===== config.mk =====
export PLATFORM = sky130hd
export DESIGN_NAME = hss_hash
export DESIGN_NICKNAME = d
export VERILOG_FILES = /design/src/rtl/hss_pkg.sv /design/src/rtl/hss_hash.sv
export SDC_FILE = /design/constraint.sdc
export NUM_CORES = 1
export LEC_CHECK = 0
export BUFFER_PORTS_ARGS = -buffer_cell sky130_fd_sc_hd__buf_4
export CAP_MARGIN = 20
export CELL_PAD_IN_SITES_DETAIL_PLACEMENT = 1
export CELL_PAD_IN_SITES_GLOBAL_PLACEMENT = 1
export CORE_AREA = 2 2 83 53
export DETAILED_ROUTE_END_ITERATION = 6
export DIE_AREA = 0 0 85 55
export PLACE_DENSITY = 0.62
export SLEW_MARGIN = 20
export SYNTH_ARGS = -nofsm -noshare
export SYNTH_HDL_FRONTEND = slang
export SYNTH_SLANG_ARGS = --single-unit
export TNS_END_PERCENT = 100

===== constraint.sdc =====
create_clock -name clock -period 3 [get_ports clock]
set_clock_uncertainty 0.2 [all_clocks]
set_input_delay 0.3 -clock clock [delete_from_list [all_inputs] [get_ports clock]]
set_output_delay 0.3 -clock clock [all_outputs]
set_load 0.005 [all_outputs]

===== src/rtl/hss_pkg.sv =====
// Shared constants, status codes and types of the hash set.
package hss_pkg;

   localparam int NUM_BUCKETS_DEF = 1024;
   localparam int WAYS_DEF        = 4;

   localparam int KEY_W    = 32;
   localparam int STATUS_W = 3;

   // operation codes
   localparam logic FUNC_INSERT = 1'b0;
   localparam logic FUNC_SEARCH = 1'b1;

   // result codes
   localparam logic [STATUS_W-1:0] ST_INSERTED  = 3'd0;
   localparam logic [STATUS_W-1:0] ST_DUPLICATE = 3'd1;
   localparam logic [STATUS_W-1:0] ST_PRESENT   = 3'd2;
   localparam logic [STATUS_W-1:0] ST_ABSENT    = 3'd3;
   localparam logic [STATUS_W-1:0] ST_FULL      = 3'd4;

   // operation handed from the controller to the table
   typedef struct packed {
      logic             commit;
      logic             func;
      logic [KEY_W-1:0] key;
   } hss_op_type;

endpackage


===== src/rtl/hss_hash.sv =====
// Bucket index unit: signed key modulo the bucket count, three stages.
module hss_hash #(
   parameter int NUM_BUCKETS = hss_pkg::NUM_BUCKETS_DEF
) (
   input  logic                             clock,
   input  logic                             reset,
   input  logic                             start,
   input  logic [hss_pkg::KEY_W-1:0]        key,
   output logic                             done,
   output logic [$clog2(NUM_BUCKETS)-1:0]   bucket
);
   import hss_pkg::*;

   localparam int BW = $clog2(NUM_BUCKETS);
   localparam int RW = BW + 1;
   // floor(2^32 / M): quotient estimate is low by at most one
   localparam logic [KEY_W-1:0] RECIP   = KEY_W'((64'd1 << 32) / NUM_BUCKETS);
   localparam logic [KEY_W-1:0] MOD_K   = KEY_W'(NUM_BUCKETS);
   localparam logic [RW-1:0]    MOD_R   = RW'(NUM_BUCKETS);
   // 2^32 mod M: correction for a negative key
   localparam logic [RW-1:0]    WRAP_R  = RW'((64'd1 << 32) % NUM_BUCKETS);

   logic                    v1_ff, v2_ff, done_ff;
   logic [2*KEY_W-1:0]      prod_ff, prod_in;
   logic [KEY_W-1:0]        key1_ff, key2_ff;
   logic [KEY_W-1:0]        qm_ff, qm_in;
   logic [BW-1:0]           bucket_ff, bucket_in;
   logic [KEY_W-1:0]        diff;
   logic [RW-1:0]           r0, r1, r2;

   // stage 1: multiply by reciprocal
   assign prod_in = (2*KEY_W)'(key) * (2*KEY_W)'(RECIP);

   // stage 2: quotient estimate times modulus, low word is enough
   assign qm_in = prod_ff[2*KEY_W-1:KEY_W] * MOD_K;

   // stage 3: remainder correction and sign fold
   always_comb begin
      diff = key2_ff - qm_ff;
      r0   = diff[RW-1:0];
      r1   = (r0 >= MOD_R) ? (r0 - MOD_R) : r0;
      if (!key2_ff[KEY_W-1]) begin
         r2 = r1;
      end else if (r1 >= WRAP_R) begin
         r2 = r1 - WRAP_R;
      end else begin
         r2 = r1 + MOD_R - WRAP_R;
      end
      bucket_in = r2[BW-1:0];
   end

   // advance the stage valids
   always_ff @(posedge clock) begin
      if (reset) begin
         v1_ff   <= 1'b0;
         v2_ff   <= 1'b0;
         done_ff <= 1'b0;
      end else begin
         v1_ff   <= start;
         v2_ff   <= v1_ff;
         done_ff <= v2_ff;
      end
   end

   // hold payload per stage
   always_ff @(posedge clock) begin
      if (start) begin
         prod_ff <= prod_in;
         key1_ff <= key;
      end
      if (v1_ff) begin
         qm_ff   <= qm_in;
         key2_ff <= key1_ff;
      end
      if (v2_ff) begin
         bucket_ff <= bucket_in;
      end
   end

   assign done   = done_ff;
   assign bucket = bucket_ff;

endmodule


==> reports/qor.txt, run 1 <==
======================================================================================
PortBufs                                                                            23
WP buf/inv                                                                           1
Worst path max stage delay                                                     0.37 ns
Number of global-route vias before repair                                          481
Congestion Overflow GR                                                               0
Max-cap violations                                                                   0
Origin of the worst min-delay path                                               start
Floorplan die height                                                             55 um
CTS tree                                                                         built
Number of remaining DRC errors                                                       0
CP top delay family                                                         flip-flops
Launch point of the critical path                                            bucket[2]
Combined area of the multi-input logic cells                                18.8 sq um
Result of the run                                                         finished clean
Area taken by flip-flops and latches                                         961 sq um
Slowest cell on the critical path                                             edfxtp_1
Sort of element at the end of the critical path                             output pin
Worst IR Drop VDD                                                           0.000381 V
Depth of the worst register-to-register path                                         0
Routed WL per cell                                                             10.6 um
FILL cells                                                                         383
Post-route minimum period                                                      1.29 ns
Final Non-Filler Cells                                                             128
Relative max-transition margin                                                   70.7%
Worst min-delay path class                                                   in -> reg
Core box area                                                               3940 sq um
Syn_area_per_cell                                                           27.2 sq um
Endpoints failing setup                                                              0
Iteration-0 DRC count of the detailed router                                         3
Total power per unit cell area                                             621 nW/um^2
Area of the die                                                             4680 sq um
Proportion of netlist area held by the largest area contributor                  92.0%
Number of synthesized register bits                                                 33
Kind of start point of the critical path                                     flip-flop
Number of antenna violations at the first check in global routing                    0
Cell accounting for the most synthesized area                                 edfxtp_1
Period Utilization, post-route                                                   43.0%
GP Congestion                                                                    0.629
Worst skew pair latency                                                        0.27 ns
Crit-path max FO                                                                     1
Clock Root Buffer                                                             clkbuf_8
Final number of hold-violating endpoints                                             0
Worst Path Arrival                                                             0.79 ns
Final cell utilization of the core                                               35.7%
Initial core utilization                                                         24.9%
Signed area change from the synthesized netlist to the final layout              43.7%
Num CTS Buffers                                                                      5
Total Routed Length                                                            1360 um
Number of diodes                                                                     0
Highest achievable clock rate                                                  776 MHz
Cells taking the most area after synthesis                                edfxtp_1, dfxtp_1, nor2b_1
Number of placed instances with taps included                                      109
FF-to-FF Start                                                                   v1_ff
Worst Path Required                                                            2.50 ns
Number of distinct standard cells referenced by the synthesized netlist              3
Final Slew Violations                                                                0
Count of nets after finishing                                                      112
Synthesized instance count                                                          36
Wire length of the first global-routing pass                                   2120 um
Sequential-to-total area share from yosys stat                                   98.1%
Total number of vias                                                               451
Ratio of routed vias to standard cells                                            3.52
Num rows                                                                            18
Setup repair after global routing missed its margin                                 no
Count of clock tree sinks                                                           33
Reg-to-reg slack, setup                                                        1.86 ns
Total routing resource utilization after global routing                          6.75%
CTS clock-pin slew for the worst setup and hold paths                          0.06 ns
Buffer levels on the longest clock path                                              2
Fraction of final layout cells with drive strength greater than 1                38.5%
Capture point of the worst reg-to-reg path                                  key2_ff[0]
Chip width                                                                       85 um
Maximum number of pins on one net before global-route repair                        12
Routed Antenna Nets                                                                  0
Warning count from the yosys run                                                     0
Slew at the pin with the worst max-slew slack                                 0.438 ns
# resized after CTS                                                                  0
Sum of internal, switching and leakage power                                    874 uW
Critical path type                                                          reg -> out
Number of iterations in the first detailed-routing pass                              2
Count of boundary I/O pins                                                          46
Chain of cells forming the critical path                                         buf_4
Number of H-tree levels                                                              2
Net count after synthesis                                                           71
Crit. path cell count                                                                1
Leakage                                                                    0.000517 uW
Cell area after synthesis                                                    980 sq um
Timing endpoint of the critical path                                         bucket[2]
Final sum of negative setup slack                                                 0 ns
======================================================================================
==> through the flow <==
step                worst slack (ns)  instance area (sq um)  hold slack, ns
floorplan                       1.96                    980           0.172
global placement                1.90                   1210           0.209
detailed placement              1.85                   1210           0.208
CTS                             1.69                   1390         0.00126
global route                    1.67                   1410           0.136
finish                          1.71                   1410           0.130
==> cell usage after synthesis (all sizes together) <==
library cell,instances
dfxtp,3
edfxtp,30
nor2b,3
==> cell families after synthesis <==
| logic type | count (synthesis) | synth area share [%] |
|---|---|---|
| AND/OR/NAND/NOR | 3 | 1.92 |
| flip-flops | 33 | 98.1 |
==> area by class of cell <==
class                   count  share of cell area [%]
flip-flops and latches     33                    68.3
well taps                  50                    4.44
repair buffers             34                    20.1
multi-input cells           3                    1.33
clock inverters             2                   0.711
clock buffers               6                    5.16
==> state kept, by name, indices dropped and copies added, names as in the netlist <==
register	count
bucket	10
key2_ff	10
done	1
v2_ff	1
v1_ff	1
key1_ff	10
==> worst min-delay path by stage <==
stage,endpoint,cells past startpoint
after CTS,key1_ff[4],1
after global routing,key1_ff[3],1
final,key1_ff[1],1
after detailed placement,bucket[4],0
after global placement,bucket[2],0
after floorplan,done,1
==> report_power, final <==
part | internal, uW | switching [uW]
clock | 160 | 143
combinational | 21.6 | 8.14
sequential | 531 | 10.4
==> placed cells by master, fill, tap and decap left out, drive strengths merged <==
cell type and n:
nor2b 3, clkbuf 6, dfxtp 3, dlygate4sd3 11, buf 23, clkinv 2
edfxtp 30
==> repair_timing <==
item,4_1_cts,5_1_grt
hold buffers,9,2
hold endpoints to repair,9,3
buffers inserted,0,0
==> metal layers <==
layer | GRT usage, % | part of all wire (%) | up-vias | wire length (um)
met5 | 0 | 0 | - | 0
li1 | - | - | 219 | -
met3 | 5.34 | 7.4 | 0 | 101
met4 | 3.17 | 0 | 0 | 0
met1 | 5.99 | 37 | 213 | 499
met2 | 11.6 | 56 | 19 | 759
Note: power is estimated with default switching activity, not from simulation.
==> run 2: changes to the inputs <==
- clock period: 3 -> 1.3 ns (I/O delays scaled with it)
==> reports/qor.txt, run 2 (synthesis results as in run 1) <==
==================================================================================
Kind of start point of the critical path                                 flip-flop
Leakage                                                                0.000540 uW
Result of the run                                                     finished clean
CTS tree                                                                     built
Final cell utilization of the core                                           37.0%
Met1 track utilization from global routing                                   5.59%
Floorplan die height                                                         55 um
Number of iterations in the first detailed-routing pass                          2
Global Route met3 Usage                                                      5.04%
Max-cap violations                                                               0
Signed area change from the synthesized netlist to the final layout          48.7%
Iteration-0 DRC count of the detailed router                                     3
Worst skew pair latency                                                    0.28 ns
Number of remaining DRC errors                                                   0
Count of boundary I/O pins                                                      46
Number of diodes                                                                 0
PortBufs                                                                        23
Wire length of the first global-routing pass                               2160 um
Initial core utilization                                                     24.9%
Slew at the pin with the worst max-slew slack                             0.430 ns
Number of H-tree levels                                                          2
Num CTS Buffers                                                                  5
Worst Path Required                                                        1.03 ns
Highest-utilization routing layer at the global route stage                   met2
Highest achievable clock rate                                              882 MHz
Period Utilization, post-route                                               87.2%
Num rows                                                                        18
Final sum of negative setup slack                                             0 ns
Total Routed Length                                                        1330 um
Buffer levels on the longest clock path                                          2
CTS clock-pin slew for the worst setup and hold paths                      0.06 ns
Routed WL per cell                                                         10.1 um
Chip width                                                                   85 um
Total number of vias                                                           473
Worst Hold Depth                                                                 0
Post-route minimum period                                                  1.13 ns
Ratio of routed vias to standard cells                                        3.61
Most common library cell in the layout ignoring fill and taps             edfxtp_1
Area of the die                                                         4680 sq um
GP Congestion                                                                0.626
Total routing resource utilization after global routing                      6.77%
Depth of the worst register-to-register path                                     0
Crit. path cell count                                                            0
Critical path type                                                      reg -> reg
Number of antenna violations at the first check in global routing                0
Endpoints failing setup                                                          0
Sort of element at the end of the critical path                          flip-flop
Congestion Overflow GR                                                           0
Count of nets after finishing                                                  115
Maximum number of pins on one net before global-route repair                    12
Total power per unit cell area                                        1520 nW/um^2
Most used cells in the layout excluding fill and tap cells            edfxtp_1, buf_4, dlygate4sd3_1
Count of clock tree sinks                                                       33
Routed Antenna Nets                                                              0
Number of global-route vias before repair                                      496
Clock Root Buffer                                                         clkbuf_8
Worst IR Drop VDD                                                        0.00117 V
Relative max-transition margin                                               71.3%
Final Slew Violations                                                            0
Final number of hold-violating endpoints                                         0
Setup Buffers After CTS                                                          0
Fraction of final layout cells with drive strength greater than 1            38.3%
Worst min-delay path class                                              reg -> reg
Crit-path max FO                                                                11
Met2 Usage GRT                                                               12.5%
Setup repair after global routing missed its margin                             no
Core box area                                                           3940 sq um
Worst Path Arrival                                                         0.86 ns
==================================================================================
## run 2: cell count changes in the layout (fill, tap and decap cells not counted), sizes merged
cell | before | now
buf | 23 | 25
bufinv | 0 | 1
clkinv | 2 | 1
dlygate4sd3 | 11 | 12
## run 2: final cells by class
cell class / count / area [sq um]
multi-input combinational: 3 / 18.8
tap: 50 / 62.6
timing repair buffer: 37 / 308
clock buffer: 6 / 72.6
clock inverter: 2 / 33.8
fill: 380 / 2480
sequential: 33 / 961
## run 2: timing repair
item | CTS | global route
resized for setup | 0 | 0
hold endpoints to repair | 23 | 0
hold buffers | 12 | 0
## run 2: where the power goes
group | switching (uW) | internal [uW] | total, uW
Sequential | 19.8 | 1230 | 1250
Clock | 331 | 565 | 895
Combinational | 22.8 | 54.8 | 77.6
## run 2: per-layer routing
layer | share of wire (%) | vias up | wire length, um
met3 | 6.9 | 3 | 92
met1 | 35 | 228 | 460
met4 | 1.6 | 0 | 21
li1 | - | 225 | -
met2 | 57 | 17 | 753
met5 | 0 | - | 0
## run 2: final timing paths
kind                   start          to  slack [ns]
setup reg to reg       v1_ff  key2_ff[6]        0.17
hold / removal    key1_ff[7]  key2_ff[7]        0.22
hold reg to reg   key1_ff[7]  key2_ff[7]        0.22
setup / recovery       v1_ff  key2_ff[6]        0.17
## run 2: per-stage QoR
stage                     cells  hold slack (ns)  worst slack [ns]  total power [uW]  instance area [sq um]
after global routing        131            0.218            0.0931              2310                   1460
after global placement      111            0.109             0.203              1310                   1230
after detailed placement    111            0.110             0.163              1320                   1230
after floorplan              36          0.00161             0.261              1270                    980
after CTS                   131            0.220             0.152              2240                   1460
final                       131            0.216             0.166              2220                   1460
==> run 3: changes to the inputs <==
- CORE_AREA: 2 2 83 53 -> 2 2 60 73
- DIE_AREA: 0 0 85 55 -> 0 0 62 75
==> reports/qor.txt, run 3 (synthesis results as in run 1) <==
==================================================================================
Total power per unit cell area                                        1420 nW/um^2
Count of nets after finishing                                                  113
Leakage                                                                0.000516 uW
Post-place instance area                                                1220 sq um
Ratio of routed vias to standard cells                                        3.53
Worst Path Required                                                        1.03 ns
Total Routed Length                                                        1480 um
Setup repair after global routing missed its margin                             no
Number of H-tree levels                                                          2
Sort of element at the end of the critical path                          flip-flop
Chip width                                                                   62 um
Buffer levels on the longest clock path                                          2
Result of the run                                                     finished clean
Initial core utilization                                                     25.1%
Routed WL per cell                                                         11.1 um
# resized after CTS                                                              0
FILL cells                                                                     402
Most common library cell in the layout ignoring fill and taps             edfxtp_1
Final Slew Violations                                                            0
Most used cells in the layout excluding fill and tap cells            edfxtp_1, buf_4, dlygate4sd3_1
Core box area                                                           3910 sq um
Hold buffer count at CTS                                                        12
Relative max-transition margin                                               70.9%
Total routing resource utilization after global routing                      7.67%
Count of clock tree sinks                                                       33
Number of iterations in the first detailed-routing pass                          2
Crit-path max FO                                                                11
Number of remaining DRC errors                                                   0
GP Congestion                                                                0.656
CTS tree                                                                     built
Endpoints failing setup                                                          0
Routed Antenna Nets                                                              0
Post-route minimum period                                                  1.13 ns
Signed area change from the synthesized netlist to the final layout          45.0%
Worst Path Arrival                                                         0.86 ns
Highest achievable clock rate                                              883 MHz
Final standard cell area without fillers                                1420 sq um
Num rows                                                                        25
Number of diodes                                                                 0
CTS clock-pin slew for the worst setup and hold paths                      0.06 ns
Final sum of negative setup slack                                             0 ns
Area of the die                                                         4650 sq um
Slew at the pin with the worst max-slew slack                             0.435 ns
Setup Buffers After CTS                                                          0
Critical path type                                                      reg -> reg
Max-cap violations                                                               0
Maximum number of pins on one net before global-route repair                    12
Number of global-route vias before repair                                      481
Period Utilization, post-route                                               87.2%
Congestion Overflow GR                                                           0
Worst skew pair latency                                                    0.27 ns
Worst min-delay path class                                              reg -> reg
Wire length of the first global-routing pass                               2310 um
Number of antenna violations at the first check in global routing                0
Post-Route Hold Slack                                                     0.218 ns
Reg-to-reg slack, setup                                                    0.17 ns
Num CTS Buffers                                                                  5
Final number of hold-violating endpoints                                         0
Floorplan die height                                                         75 um
PortBufs                                                                        23
Count of boundary I/O pins                                                      46
Iteration-0 DRC count of the detailed router                                    12
Fraction of final layout cells with drive strength greater than 1            35.4%
Clock Root Buffer                                                         clkbuf_8
Worst IR Drop VDD                                                       0.000420 V
Kind of start point of the critical path                                 flip-flop
Total number of vias                                                           469
==================================================================================
run 3: where the power goes:
group | internal, uW | leakage [uW] | switching (uW) | total (uW)
registers | 1230 | 0.000308 | 23.5 | 1250
clock network | 379 | 0.0000395 | 322 | 702
logic | 52.0 | 0.000168 | 20.1 | 72.0
run 3: area by class of cell:
type                       instances  area, sq um  share of cell area (%)
tap                               54         67.6                    4.76
sequential                        33          961                    67.7
timing repair buffer              35          293                    20.6
multi-input combinational          3         18.8                    1.32
clock buffer                       8         80.1                    5.64
run 3: metal layers:
layer  track usage, %  routed length (um)  vias to the layer above
met1             5.88                 423                      225
met4             4.26                  26                        0
met3             4.12                 117                        2
met2             14.4                 910                       20
li1                 -                   -                      222
met5                0                   0                        -
run 3: final timing paths:
path                                  from    endpoint  depth (start not counted)
worst min register to register  key2_ff[2]   bucket[2]                          0
worst min-delay path            key2_ff[2]   bucket[2]                          0
worst max register to register       v1_ff  key2_ff[4]                          0
worst max-delay path                 v1_ff  key2_ff[4]                          0
run 3: metrics by stage:
step | std cells | setup slack, ns | power (uW) | utilization (%)
after floorplan | 36 | 0.261 | 1270 | -
after global placement | 113 | 0.184 | 1310 | 31.2
after detailed placement | 113 | 0.143 | 1320 | 31.2
after CTS | 133 | 0.135 | 2060 | 36.3
after global routing | 133 | 0.0859 | 2100 | 36.3
final | 133 | 0.167 | 2020 | 36.3
